--- config.mk ---
export PLATFORM = sky130hd
export DESIGN_NAME = srt_cell
export DESIGN_NICKNAME = d
export VERILOG_FILES = /design/src/rtl/sorted_record_table_macros.svh /design/src/rtl/srt_pkg.sv /design/src/rtl/srt_cell.sv
export SDC_FILE = /design/constraint.sdc
export NUM_CORES = 1
export LEC_CHECK = 0
export BUFFER_PORTS_ARGS = -buffer_cell sky130_fd_sc_hd__buf_4
export CAP_MARGIN = 20
export CORE_AREA = 2 2 118 120
export DETAILED_ROUTE_END_ITERATION = 12
export DIE_AREA = 0 0 120 122
export GPL_TIMING_DRIVEN = 0
export PLACE_DENSITY = 0.7
export SLEW_MARGIN = 10
export SYNTH_ARGS = -nofsm -noshare
export SYNTH_HDL_FRONTEND = slang
export SYNTH_SLANG_ARGS = --single-unit
--- constraint.sdc ---
create_clock -name aclk -period 6.5 [get_ports aclk]
set_input_delay 0 -clock aclk [delete_from_list [all_inputs] [get_ports aclk]]
set_output_delay 0 -clock aclk [all_outputs]
set_load 0.03 [all_outputs]
--- src/rtl/sorted_record_table_macros.svh ---
// assertion helpers for the sorted record table
`ifndef SORTED_RECORD_TABLE_MACROS_SVH
`define SORTED_RECORD_TABLE_MACROS_SVH

// same-cycle implication
`define SRT_ASSERT_NOW(label, clk, rstn, ante, cons) \
    label: assert property (@(posedge clk) disable iff (!rstn) (ante) |-> (cons)) \
        else $error("sorted_record_table: check failed");

// next-cycle implication
`define SRT_ASSERT_NEXT(label, clk, rstn, ante, cons) \
    label: assert property (@(posedge clk) disable iff (!rstn) (ante) |=> (cons)) \
        else $error("sorted_record_table: check failed");

`endif

--- src/rtl/srt_pkg.sv ---
package srt_pkg;

    localparam int SRT_DEPTH = 32;
    localparam int MAX_OUT   = 32;

    typedef enum logic [2:0] {
        ACT_INSERT = 3'd0,
        ACT_SEARCH = 3'd1,
        ACT_DELETE = 3'd2,
        ACT_COUNT  = 3'd3,
        ACT_DUMP   = 3'd4,
        ACT_CLEAR  = 3'd5
    } action_t;

    typedef enum logic [1:0] {
        STAT_OK        = 2'd0,
        STAT_NOT_FOUND = 2'd1,
        STAT_EMPTY     = 2'd2,
        STAT_FULL      = 2'd3
    } status_t;

    typedef struct packed {
        logic [2:0]         action;
        logic signed [31:0] key;
        logic [15:0]        grade;
    } in_item_t;

    typedef struct packed {
        logic [1:0]         status;
        logic signed [31:0] found_key;
        logic [15:0]        found_grade;
        logic [4:0]         position;
        logic [5:0]         occupancy;
        logic               last;
    } out_item_t;

    typedef enum logic [2:0] {
        CELL_IDLE   = 3'd0,
        CELL_LOOKUP = 3'd1,
        CELL_INSERT = 3'd2,
        CELL_DELETE = 3'd3,
        CELL_ROTATE = 3'd4
    } cell_op_t;

    typedef struct packed {
        cell_op_t           op;
        logic signed [31:0] key;
        logic [15:0]        grade;
    } cell_ctrl_t;

    typedef struct packed {
        logic le;
        logic eq;
        logic hit;
    } cell_stat_t;

    typedef struct packed {
        logic signed [31:0] key;
        logic [15:0]        grade;
        logic [4:0]         pos;
    } cell_sel_t;

endpackage

--- src/rtl/srt_cell.sv ---
module srt_cell import srt_pkg::*; #(
    parameter int INDEX = 0,
    parameter int CNT_W = 6
) (
    input  logic               aclk,
    input  cell_ctrl_t         ctrl,
    input  logic [CNT_W-1:0]   count,
    input  logic signed [31:0] left_key,
    input  logic [15:0]        left_grade,
    input  logic               left_le,
    input  logic               left_eq,
    input  logic signed [31:0] right_key,
    input  logic [15:0]        right_grade,
    input  logic signed [31:0] head_key,
    input  logic [15:0]        head_grade,
    output logic signed [31:0] key,
    output logic [15:0]        grade,
    output cell_stat_t         stat,
    output cell_sel_t          sel
);

    localparam logic [CNT_W-1:0] IDX  = CNT_W'(INDEX);
    localparam logic [CNT_W-1:0] IDX1 = CNT_W'(INDEX + 1);

    logic signed [31:0] key_reg, key_next;
    logic [15:0]        grade_reg, grade_next;
    logic               occ, le, lt, eq, hit;

    assign occ = IDX < count;
    assign le  = occ && (key_reg <= ctrl.key);
    assign lt  = occ && (key_reg < ctrl.key);
    assign eq  = occ && (key_reg == ctrl.key);

    always_comb begin
        case (ctrl.op)
            CELL_INSERT: hit = !le && left_le;
            CELL_LOOKUP: hit = eq && !left_eq;
            default:     hit = 1'b0;
        endcase
    end

    always_comb begin
        key_next   = key_reg;
        grade_next = grade_reg;
        case (ctrl.op)
            CELL_INSERT: begin
                if (!le && left_le) begin
                    key_next   = ctrl.key;
                    grade_next = ctrl.grade;
                end else if (!le) begin
                    key_next   = left_key;
                    grade_next = left_grade;
                end
            end
            CELL_DELETE: begin
                if (!lt) begin
                    key_next   = right_key;
                    grade_next = right_grade;
                end
            end
            CELL_ROTATE: begin
                if (IDX1 == count) begin
                    key_next   = head_key;
                    grade_next = head_grade;
                end else if (IDX1 < count) begin
                    key_next   = right_key;
                    grade_next = right_grade;
                end
            end
            default: begin
                key_next   = key_reg;
                grade_next = grade_reg;
            end
        endcase
    end

    always_ff @(posedge aclk) begin
        key_reg   <= key_next;
        grade_reg <= grade_next;
    end

    assign key       = key_reg;
    assign grade     = grade_reg;
    assign stat.le   = le;
    assign stat.eq   = eq;
    assign stat.hit  = hit;
    assign sel.key   = hit ? key_reg : '0;
    assign sel.grade = hit ? grade_reg : '0;
    assign sel.pos   = hit ? 5'(INDEX) : '0;

endmodule

==> results of run 1 <==
## per-layer routing
| metal | track usage (%) | vias to the layer above | wire, um |
|---|---|---|---|
| li1 | - | 2848 | - |
| met1 | 37.4 | 2721 | 9290 |
| met2 | 45.2 | 254 | 9950 |
| met3 | 4.63 | 21 | 1520 |
| met4 | 5.15 | 0 | 297 |
| met5 | 0 | - | 0 |
## critical path: stages (launching register included)
cell      delay [ns]
edfxtp_1        0.46
ha_1            0.34
nand4_1         0.16
nor4_1          0.52
a21boi_1        0.29
o31ai_1         0.12
a41oi_2         0.42
clkbuf_1        0.42
nor2_1          0.13
o22ai_4         0.49
buf_16          0.25
## power by group through the flow
stage	Combinational, W	Clock, W	Sequential [W]
finish	0.000530	0.000316	0.000420
global route	0.000574	0.000323	0.000423
CTS	0.000529	0.000313	0.000419
detailed placement	0.000527	0	0.000426
global placement	0.000513	0	0.000431
floorplan	0.000234	0	0.000477
## path summary, 6_finish.rpt
check	to	cells after the start	start	slack, ns
min reg2reg	key[0]	5	key[31]	1.64
max	grade[0]	10	key[15]	2.58
min	grade[7]	3	head_grade[7]	0.02
max reg2reg	grade[0]	10	key[15]	2.58
## area by class of cell
type | instances | area, um2 | area share, %
Buffer | 69 | 307 | 4.03
Clock buffer | 5 | 125 | 1.65
Clock inverter | 3 | 42.5 | 0.560
Inverter | 35 | 131 | 1.73
Multi-Input combinational cell | 441 | 3020 | 39.7
Sequential cell | 48 | 1440 | 19.0
Tap cell | 180 | 225 | 2.96
Timing Repair Buffer | 304 | 2310 | 30.4
## layout by cell type, fill, tap and decap left out, types with 3 or more instances in the layout
cell / instances
nor2b_1: 3
a21oi_1: 62
conb_1: 5
o21ai_0: 6
and2_1: 49
o211ai_1: 49
ha_1: 32
edfxtp_1: 48
buf_4: 311
clkbuf_1: 54
nand2b_1: 47
inv_1: 35
o2111ai_1: 49
nor2_1: 6
nand3_1: 3
a22oi_1: 49
nand4_1: 6
buf_2: 5
nand2_1: 56
clkbuf_16: 5
## through the flow
step / instance area (um2) / total power (W) / hold slack [ns] / setup WS, ns / util, %
floorplan: 4880 / 0.000711 / 0.227 / 1.27 / -
global placement: 7370 / 0.000944 / 0.319 / -0.698 / 54.6
detailed placement: 7430 / 0.000953 / 0.323 / 2.54 / 55.0
CTS: 7600 / 0.00126 / 0.0243 / 2.52 / 56.3
global route: 7600 / 0.00132 / 0.0330 / 2.21 / 56.3
finish: 7600 / 0.00127 / 0.0185 / 2.58 / 56.3
## cells by family (layout without fill, tap and decap cells)
kind of cell,count (synthesis),in the layout
other,1,5
AO/OA/AOI/OAI,226,226
buffers and inverters,104,416
flip-flops,48,48
AND/OR/NAND/NOR,178,178
adder cells (fa/ha/maj),32,32
==> flow_metrics.py, run 1 <==
metrics = {
    "status": {
        "status": "finished, final reports clean",
    },
    "logic_synthesis": {
        "async_flop_share_pct": 0,
        "yosys.area_share.xor_xnor_pct": 0,
        "synth_fa_ha_area_share_pct": 8.23,
        "ys_seq_elements": 48,
        "synth_top_family_by_area": "compound AO/OA/AOI/OAI gates",
        "synth-edff-count": 48,
        "syn_avg_cell_area_um2": 8.26,
        "yosysMostFrequentCell": "a21oi_1",
        "syn_inst": 589,
        "synth_top_area_share_pct": 29.6,
        "synthTopCellsByCount": "a21oi_1, nand2_1, clkbuf_1",
        "netlist_top_cells_area": "edfxtp_1, o2111ai_1, ha_1",
        "yosys_warnings": 0,
        "synth_ff_type": "edfxtp_1",
        "netlist_area_um2": 4870,
        "synth_compound_area_share_pct": 33.0,
        "seq_area_frac_synth_pct": 29.6,
        "synthDistinctLibCells": 39,
        "synthSimpleGateAreaFrac_pct": 20.1,
        "yosysTopAreaCell": "edfxtp_1",
        "synthMuxAreaShare_pct": 0,
    },
    "layout": {
        "fillers": 1344,
        "largest_register_ffs": 32,
        "fin_cells": 1085,
        "layout.nets": 1140,
        "final_layout_size_suffix_gt1_share_pct": 36.7,
        "area_growth_syn_to_layout_pct": 56.1,
        "antennaDiodeCount": 0,
    },
    "power": {
        "power.share.clock_pct": 25.0,
        "peakVddDrop_v": 0.000151,
        "powerDensity_nw_per_um2": 166,
        "p_leak_nw": 3.35,
        "power.internal_w": 0.000807,
        "switchingPower_w": 0.000458,
        "pwr-share-seq_pct": 33.2,
        "combPwrFrac_pct": 41.9,
        "netSwitchingFraction_pct": 36.2,
    },
    "critical_path": {
        "startpoint_type": "register",
        "arrival_ns": 3.92,
        "cp-end-kind": "register",
        "critPathMaxFanout": 22,
        "crit_type": "reg2reg",
        "cp.required_ns": 6.50,
    },
    "timing": {
        "fin_crit_sh_pct": 60.4,
        "rsz0062_at_grt": "false",
        "fin_crit_ns": 3.92,
        "clock_skew_ns": 0.0125,
        "worstMarginPinSlew_ns": 0.752,
        "hold_viol_final": 0,
        "finalSetupTns_ns": 0,
        "slew_headroom_pct": 49.9,
        "timing.fmax_ghz": 0.255,
        "finalSetupViolations": 0,
        "slew_violations": 0,
    },
    "routing": {
        "detail-route-antenna-nets": 0,
        "via_per_inst": 5.39,
        "drc": 0,
        "first_pass_iters": 5,
        "wl_mm": 21.1,
        "first_iter_violations": 406,
        "routedWlPerCell_um": 19.4,
        "num_vias": 5844,
    },
    "cts": {
        "numCtsBuffers": 5,
        "htreeDepth": 2,
        "clk_latency_ns": 0.30,
        "cts_tree": "yes",
        "postCtsSetupBuffers": 0,
        "clk_pin_slew_worst_paths_ns": 0.08,
        "cts.sink_count": 48,
        "clk_path_buf_depth": 2,
        "ctsResizeCount": 0,
        "cts_hold_buf": 0,
        "cts_root_buffer": "clkbuf_16",
    },
    "global_routing": {
        "grt_max_degree": 23,
        "grt_use_total_pct": 27.2,
        "overflow": 0,
        "grt_pass1_vias": 5427,
        "grt_pass1_wl_mm": 30.8,
        "antenna_found_initial": 0,
    },
    "min_path": {
        "hp-class": "in2reg",
    },
    "placement": {
        "portBuffers": 302,
        "hpwlAfterDp_mm": 16.7,
        "gp_congestion": 0.971,
        "placed_cells": 1077,
    },
    "floorplan": {
        "rows": 43,
        "die_w_um": 120,
        "initial_core_util_pct": 36.0,
        "dieHeight_um": 122,
        "ios": 308,
        "core_area_um2": 13500,
        "die_area_um2": 14600,
    },
    "run": {
        "maxCapViolCount": 0,
    },
}
Power figures use the tool's default switching activity.
==> run 2, diff against run 1 <==
Clock period 6.5 ns to 3.8 ns, I/O delays scaled along.
==> run 2 against run 1 <==
Against the previous run:
- routed wire length grew 0.90%
- die area is the same
- largest cell class unchanged
- critical endpoint is now stat[0]
- clock-buffer cell count grew 1
- final area grew 0.71%
==> flow_metrics.py, run 2 (synthesis gave the netlist of run 1 again) <==
metrics = {
    "layout": {
        "area_growth_syn_to_layout_pct": 57.2,
        "antennaDiodeCount": 0,
        "mostFrequentLayoutCells": "buf_4, a21oi_1, nand2_1, clkbuf_1",
        "layout.nets": 1143,
        "largest_register_ffs": 32,
        "fin_area_um2": 7650,
        "final_layout_size_suffix_gt1_share_pct": 37.2,
        "mostFrequentLayoutCell": "buf_4",
    },
    "routing": {
        "via_per_inst": 5.47,
        "routedWlPerCell_um": 19.5,
        "first_pass_iters": 5,
        "first_iter_violations": 394,
        "wl_mm": 21.2,
        "detail-route-antenna-nets": 0,
        "num_vias": 5949,
        "drc": 0,
    },
    "critical_path": {
        "crit_family": "simple AND/OR/NAND/NOR gates",
        "worstRegToRegCells": 11,
        "crit_buf_inv": 5,
        "arrival_ns": 3.60,
        "critPathMaxFanout": 10,
        "cp-end-kind": "output port",
        "startpoint_type": "register",
        "slowest_delay_ns": 0.54,
        "crit_type": "reg2out",
        "path_depth": 11,
        "critical_path.most_common_cell": "buf_4",
        "cp_slowest_cell": "or4b_1",
        "cp.required_ns": 3.80,
        "worstPathCellList": "ha_1, nand4_1, nor4_4, nand4b_2, or4b_1, clkbuf_1, buf_4, buf_6, a21oi_1, buf_4, buf_4",
    },
    "placement": {
        "placed_area_um2": 7430,
        "pre_cts_ws_ns": -0.638,
        "portBuffers": 302,
        "hpwlAfterDp_mm": 17.0,
        "gp_congestion": 0.880,
    },
    "floorplan": {
        "core_area_um2": 13500,
        "ios": 308,
        "rows": 43,
        "die_area_um2": 14600,
        "dieHeight_um": 122,
        "initial_core_util_pct": 36.0,
        "die_w_um": 120,
    },
    "timing": {
        "slew_headroom_pct": 45.0,
        "worstMarginPinSlew_ns": 0.824,
        "fin_ws_ns": 0.204,
        "hold_viol_final": 0,
        "fin_crit_sh_pct": 94.6,
        "finalSetupTns_ns": 0,
        "finalSetupViolations": 0,
        "timing.fmax_ghz": 0.278,
        "slew_violations": 0,
        "holdWs_ns": 0.0201,
        "rsz0062_at_grt": "false",
        "fin_crit_ns": 3.60,
        "clock_skew_ns": 0.00522,
    },
    "cts": {
        "htreeDepth": 2,
        "numCtsBuffers": 5,
        "clk_path_buf_depth": 2,
        "cts.sink_count": 48,
        "cts_hold_buf": 0,
        "clk_latency_ns": 0.30,
        "clk_pin_slew_worst_paths_ns": 0.07,
        "cts_root_buffer": "clkbuf_16",
        "cts_tree": "yes",
    },
    "min_path": {
        "holdPathStages": 3,
        "hp-class": "in2reg",
    },
    "global_routing": {
        "antenna_found_initial": 0,
        "grt_pass1_wl_mm": 30.9,
        "grt_pass1_vias": 5441,
        "overflow": 0,
        "grt_use_total_pct": 27.4,
        "grt_max_degree": 19,
    },
    "run": {
        "maxCapViolCount": 0,
    },
    "status": {
        "status": "finished, final reports clean",
    },
    "power": {
        "powerDensity_nw_per_um2": 282,
        "peakVddDrop_v": 0.000236,
        "p_leak_nw": 3.39,
    },
}
-- run 2: what timing repair did --
action,4_1_cts,5_1_grt
resized for setup,1,6
pin swaps,2,2
buffers inserted,2,1
setup endpoints to repair,90,72
-- run 2: per-stage QoR --
stage          std cells  util (%)  total power, W
3_5_place_dp        1077      55.0         0.00163
3_3_place_gp        1075      54.7         0.00161
4_1_cts             1087      56.4         0.00215
6_report            1088      56.7         0.00216
2_1_floorplan        593         -         0.00122
5_1_grt             1088      56.7         0.00226
-- run 2: worst reg2reg max path: cells and delay by family, from the launching register on --
kind / cells / cell delay (ns)
adders and majority gates: 1 / 0.36
DFF: 1 / 0.47
AOI/OAI and AO/OA: 4 / 0.86
and+or+nand+nor: 3 / 0.80
buffers and inverters: 3 / 0.79
-- run 2: layer usage --
metal / global-route usage (%) / share of wire [%] / wire length [um] / vias up
met3: 4.82 / 8.4 / 1780 / 24
met4: 5.51 / 1.6 / 337 / 0
li1: - / - / - / 2855
met5: 0 / 0 / 0 / -
met1: 37.0 / 42 / 8940 / 2780
met2: 46.2 / 48 / 10200 / 290
-- run 2: area by class of cell --
cell class	instances	area, um2
fillers	1334	5850
clock inverters	2	35.0
clock buffers	6	129
inverters	35	131
flip-flops and latches	48	1440
multi-input cells	441	3050
plain buffers	69	308
repair buffers	307	2330
well taps	180	225
-- run 2: path summary, 6_finish.rpt --
path | slack [ns] | from | to
min reg2reg | 1.62 | key[31] | grade[6]
max | 0.20 | key[14] | stat[0]
min | 0.02 | head_key[19] | key[19]
max reg2reg | 0.23 | key[14] | key[29]
-- run 2: where the power goes --
group | total [W] | switching (W) | internal, W | leakage, nW
clock | 0.000518 | 0.000208 | 0.000310 | 0.0808
sequential | 0.000717 | 0.0000480 | 0.000669 | 0.456
combinational | 0.000921 | 0.000514 | 0.000407 | 2.86
==> run 3, diff against run 2 <==
Settings changed: CORE_AREA 2 2 118 120 to 2 2 119 121, DIE_AREA 0 0 120 122 to 0 0 121 123, PLACE_DENSITY 0.7 to 0.69.
==> run 3 against run 2 <==
Against the previous run:
- critical path depth unchanged
- clock-buffer cell count unchanged
- sequential power about the same
- register-to-register slack better by 0.18 ns
- first-iteration DRC count up 2.3%
- non-clock buffer count up 1
- critical path type unchanged
==> flow_metrics.py, run 3 (synthesis gave the netlist of run 1 again) <==
metrics = {
    "placement": {
        "hpwlAfterDp_mm": 17.0,
        "gp_congestion": 0.863,
        "portBuffers": 302,
        "placed_cells": 1077,
    },
    "cts": {
        "cts_root_buffer": "clkbuf_16",
        "clk_path_buf_depth": 2,
        "cts.sink_count": 48,
        "cts_tree": "yes",
        "clk_latency_ns": 0.30,
        "htreeDepth": 2,
        "clk_pin_slew_worst_paths_ns": 0.07,
        "numCtsBuffers": 5,
    },
    "routing": {
        "detail-route-antenna-nets": 0,
        "wl_mm": 21.1,
        "first_iter_violations": 403,
        "routedWlPerCell_um": 19.4,
        "num_vias": 5895,
        "first_pass_iters": 5,
        "via_per_inst": 5.41,
        "drc": 0,
    },
    "power": {
        "pwr-share-seq_pct": 33.0,
        "p_leak_nw": 3.41,
        "power.internal_w": 0.00140,
        "peakVddDrop_v": 0.000217,
        "power.share.clock_pct": 24.1,
        "powerDensity_nw_per_um2": 282,
        "combPwrFrac_pct": 42.9,
        "netSwitchingFraction_pct": 35.5,
        "switchingPower_w": 0.000772,
    },
    "floorplan": {
        "ios": 308,
        "initial_core_util_pct": 35.8,
        "rows": 43,
        "die_area_um2": 14900,
        "dieHeight_um": 123,
        "core_area_um2": 13600,
        "die_w_um": 121,
    },
    "timing": {
        "slew_violations": 0,
        "clock_skew_ns": 0.00652,
        "timing.fmax_ghz": 0.271,
        "fin_crit_sh_pct": 97.0,
        "fin_crit_ns": 3.68,
        "rsz0062_at_grt": "true",
        "slew_headroom_pct": 44.6,
        "finalSetupViolations": 0,
        "hold_viol_final": 0,
        "worstMarginPinSlew_ns": 0.831,
    },
    "critical_path": {
        "crit_buf_inv": 5,
        "critPathMaxFanout": 10,
        "path_depth": 11,
        "crit_family": "simple AND/OR/NAND/NOR gates",
        "arrival_ns": 3.68,
        "worstRegToRegCells": 10,
        "ff2ff_setup_slack_ns": 0.41,
        "cp-end-kind": "output port",
        "worstSetupEndpoint": "stat[0]",
        "critical_path.most_common_cell": "buf_4",
        "reg2reg_to": "grade[3]",
        "startpoint_type": "register",
        "cp.required_ns": 3.80,
        "r2r_start": "key[14]",
        "worstSetupStartpoint": "key[31]",
        "worstPathCellList": "ha_1, nand4_1, nor4_4, nand4b_2, or4b_1, clkbuf_1, buf_4, buf_6, a21oi_1, buf_4, buf_4",
        "crit_type": "reg2out",
        "cp_slowest_cell": "or4b_1",
        "slowest_delay_ns": 0.55,
    },
    "layout": {
        "final_core_util_pct": 56.5,
        "fin_cells": 1089,
        "layout.nets": 1144,
        "mostFrequentLayoutCell": "buf_4",
        "antennaDiodeCount": 0,
        "mostFrequentLayoutCells": "buf_4, a21oi_1, nand2_1, clkbuf_1",
        "area_growth_syn_to_layout_pct": 58.1,
        "largest_register_ffs": 32,
        "final_layout_size_suffix_gt1_share_pct": 37.3,
    },
    "status": {
        "status": "finished, final reports clean",
    },
    "global_routing": {
        "antenna_found_initial": 0,
        "grt_use_total_pct": 27.0,
        "grt_max_degree": 20,
        "grt_pass1_wl_mm": 30.6,
        "overflow": 0,
        "grt_pass1_vias": 5374,
    },
    "min_path": {
        "hp-class": "in2reg",
        "hp-start": "head_key[23]",
    },
    "run": {
        "maxCapViolCount": 0,
    },
}
## run 3: changes by cell type in the layout (fill, tap and decap cells not counted), sizes merged
cell	delta
clkbuf	-1
buf	+2
## run 3: tightest hold or removal path, stage by stage
cell	delay, ns
buf_4	0.08
a22oi_1	0.06
o211ai_1	0.08
## run 3: through the flow
stage	setup slack [ns]	hold WS [ns]	cell area, um2	total power, W	TNS (ns)
2_1_floorplan	0.145	0.227	4900	0.00122	0
3_3_place_gp	-0.870	0.323	7390	0.00161	-41.65
3_5_place_dp	-0.294	0.326	7440	0.00163	-11.51
4_1_cts	0.0194	0.0200	7660	0.00217	0
5_1_grt	-0.0339	0.0330	7700	0.00228	-0.0339
6_report	0.116	0.0214	7700	0.00217	0
## run 3: cell type report
class                           instances  area (um2)
Buffer                                 68         304
Clock buffer                            6         129
Clock inverter                          2        35.0
Fill cell                            1337        5910
Inverter                               35         131
Multi-Input combinational cell        441        3050
Sequential cell                        48        1440
Tap cell                              180         225
Timing Repair Buffer                  309        2380
## run 3: worst min-delay path by stage
stage,end,depth (start not counted)
floorplan,grade[0],2
CTS,key[23],3
finish,key[23],3
detailed placement,key[23],3
global route,key[22],3
global placement,key[23],3
## run 3: layer usage
layer	global-route usage (%)	part of all wire (%)	wire length [um]	vias up
li1	-	-	-	2856
met1	36.5	43	9180	2759
met2	45.0	48	10100	256
met3	4.70	6.7	1420	24
met4	6.61	2.0	425	0
met5	0	0	0	-
## run 3: timing repair
action | 4_1_cts | 5_1_grt
gates resized for setup | 1 | 5
setup buffers | 3 | 2
pin swaps | 1 | 1
endpoints found under the setup margin | 59 | 89
hold buffers | 0 | 0
## run 3: power by group through the flow
stage          Combinational, W  Sequential (W)  Clock, W
2_1_floorplan          0.000403        0.000813         0
3_3_place_gp           0.000878        0.000731         0
3_5_place_dp           0.000906        0.000728         0
4_1_cts                0.000923        0.000717  0.000527
5_1_grt                 0.00101        0.000722  0.000551
6_report               0.000933        0.000717  0.000523
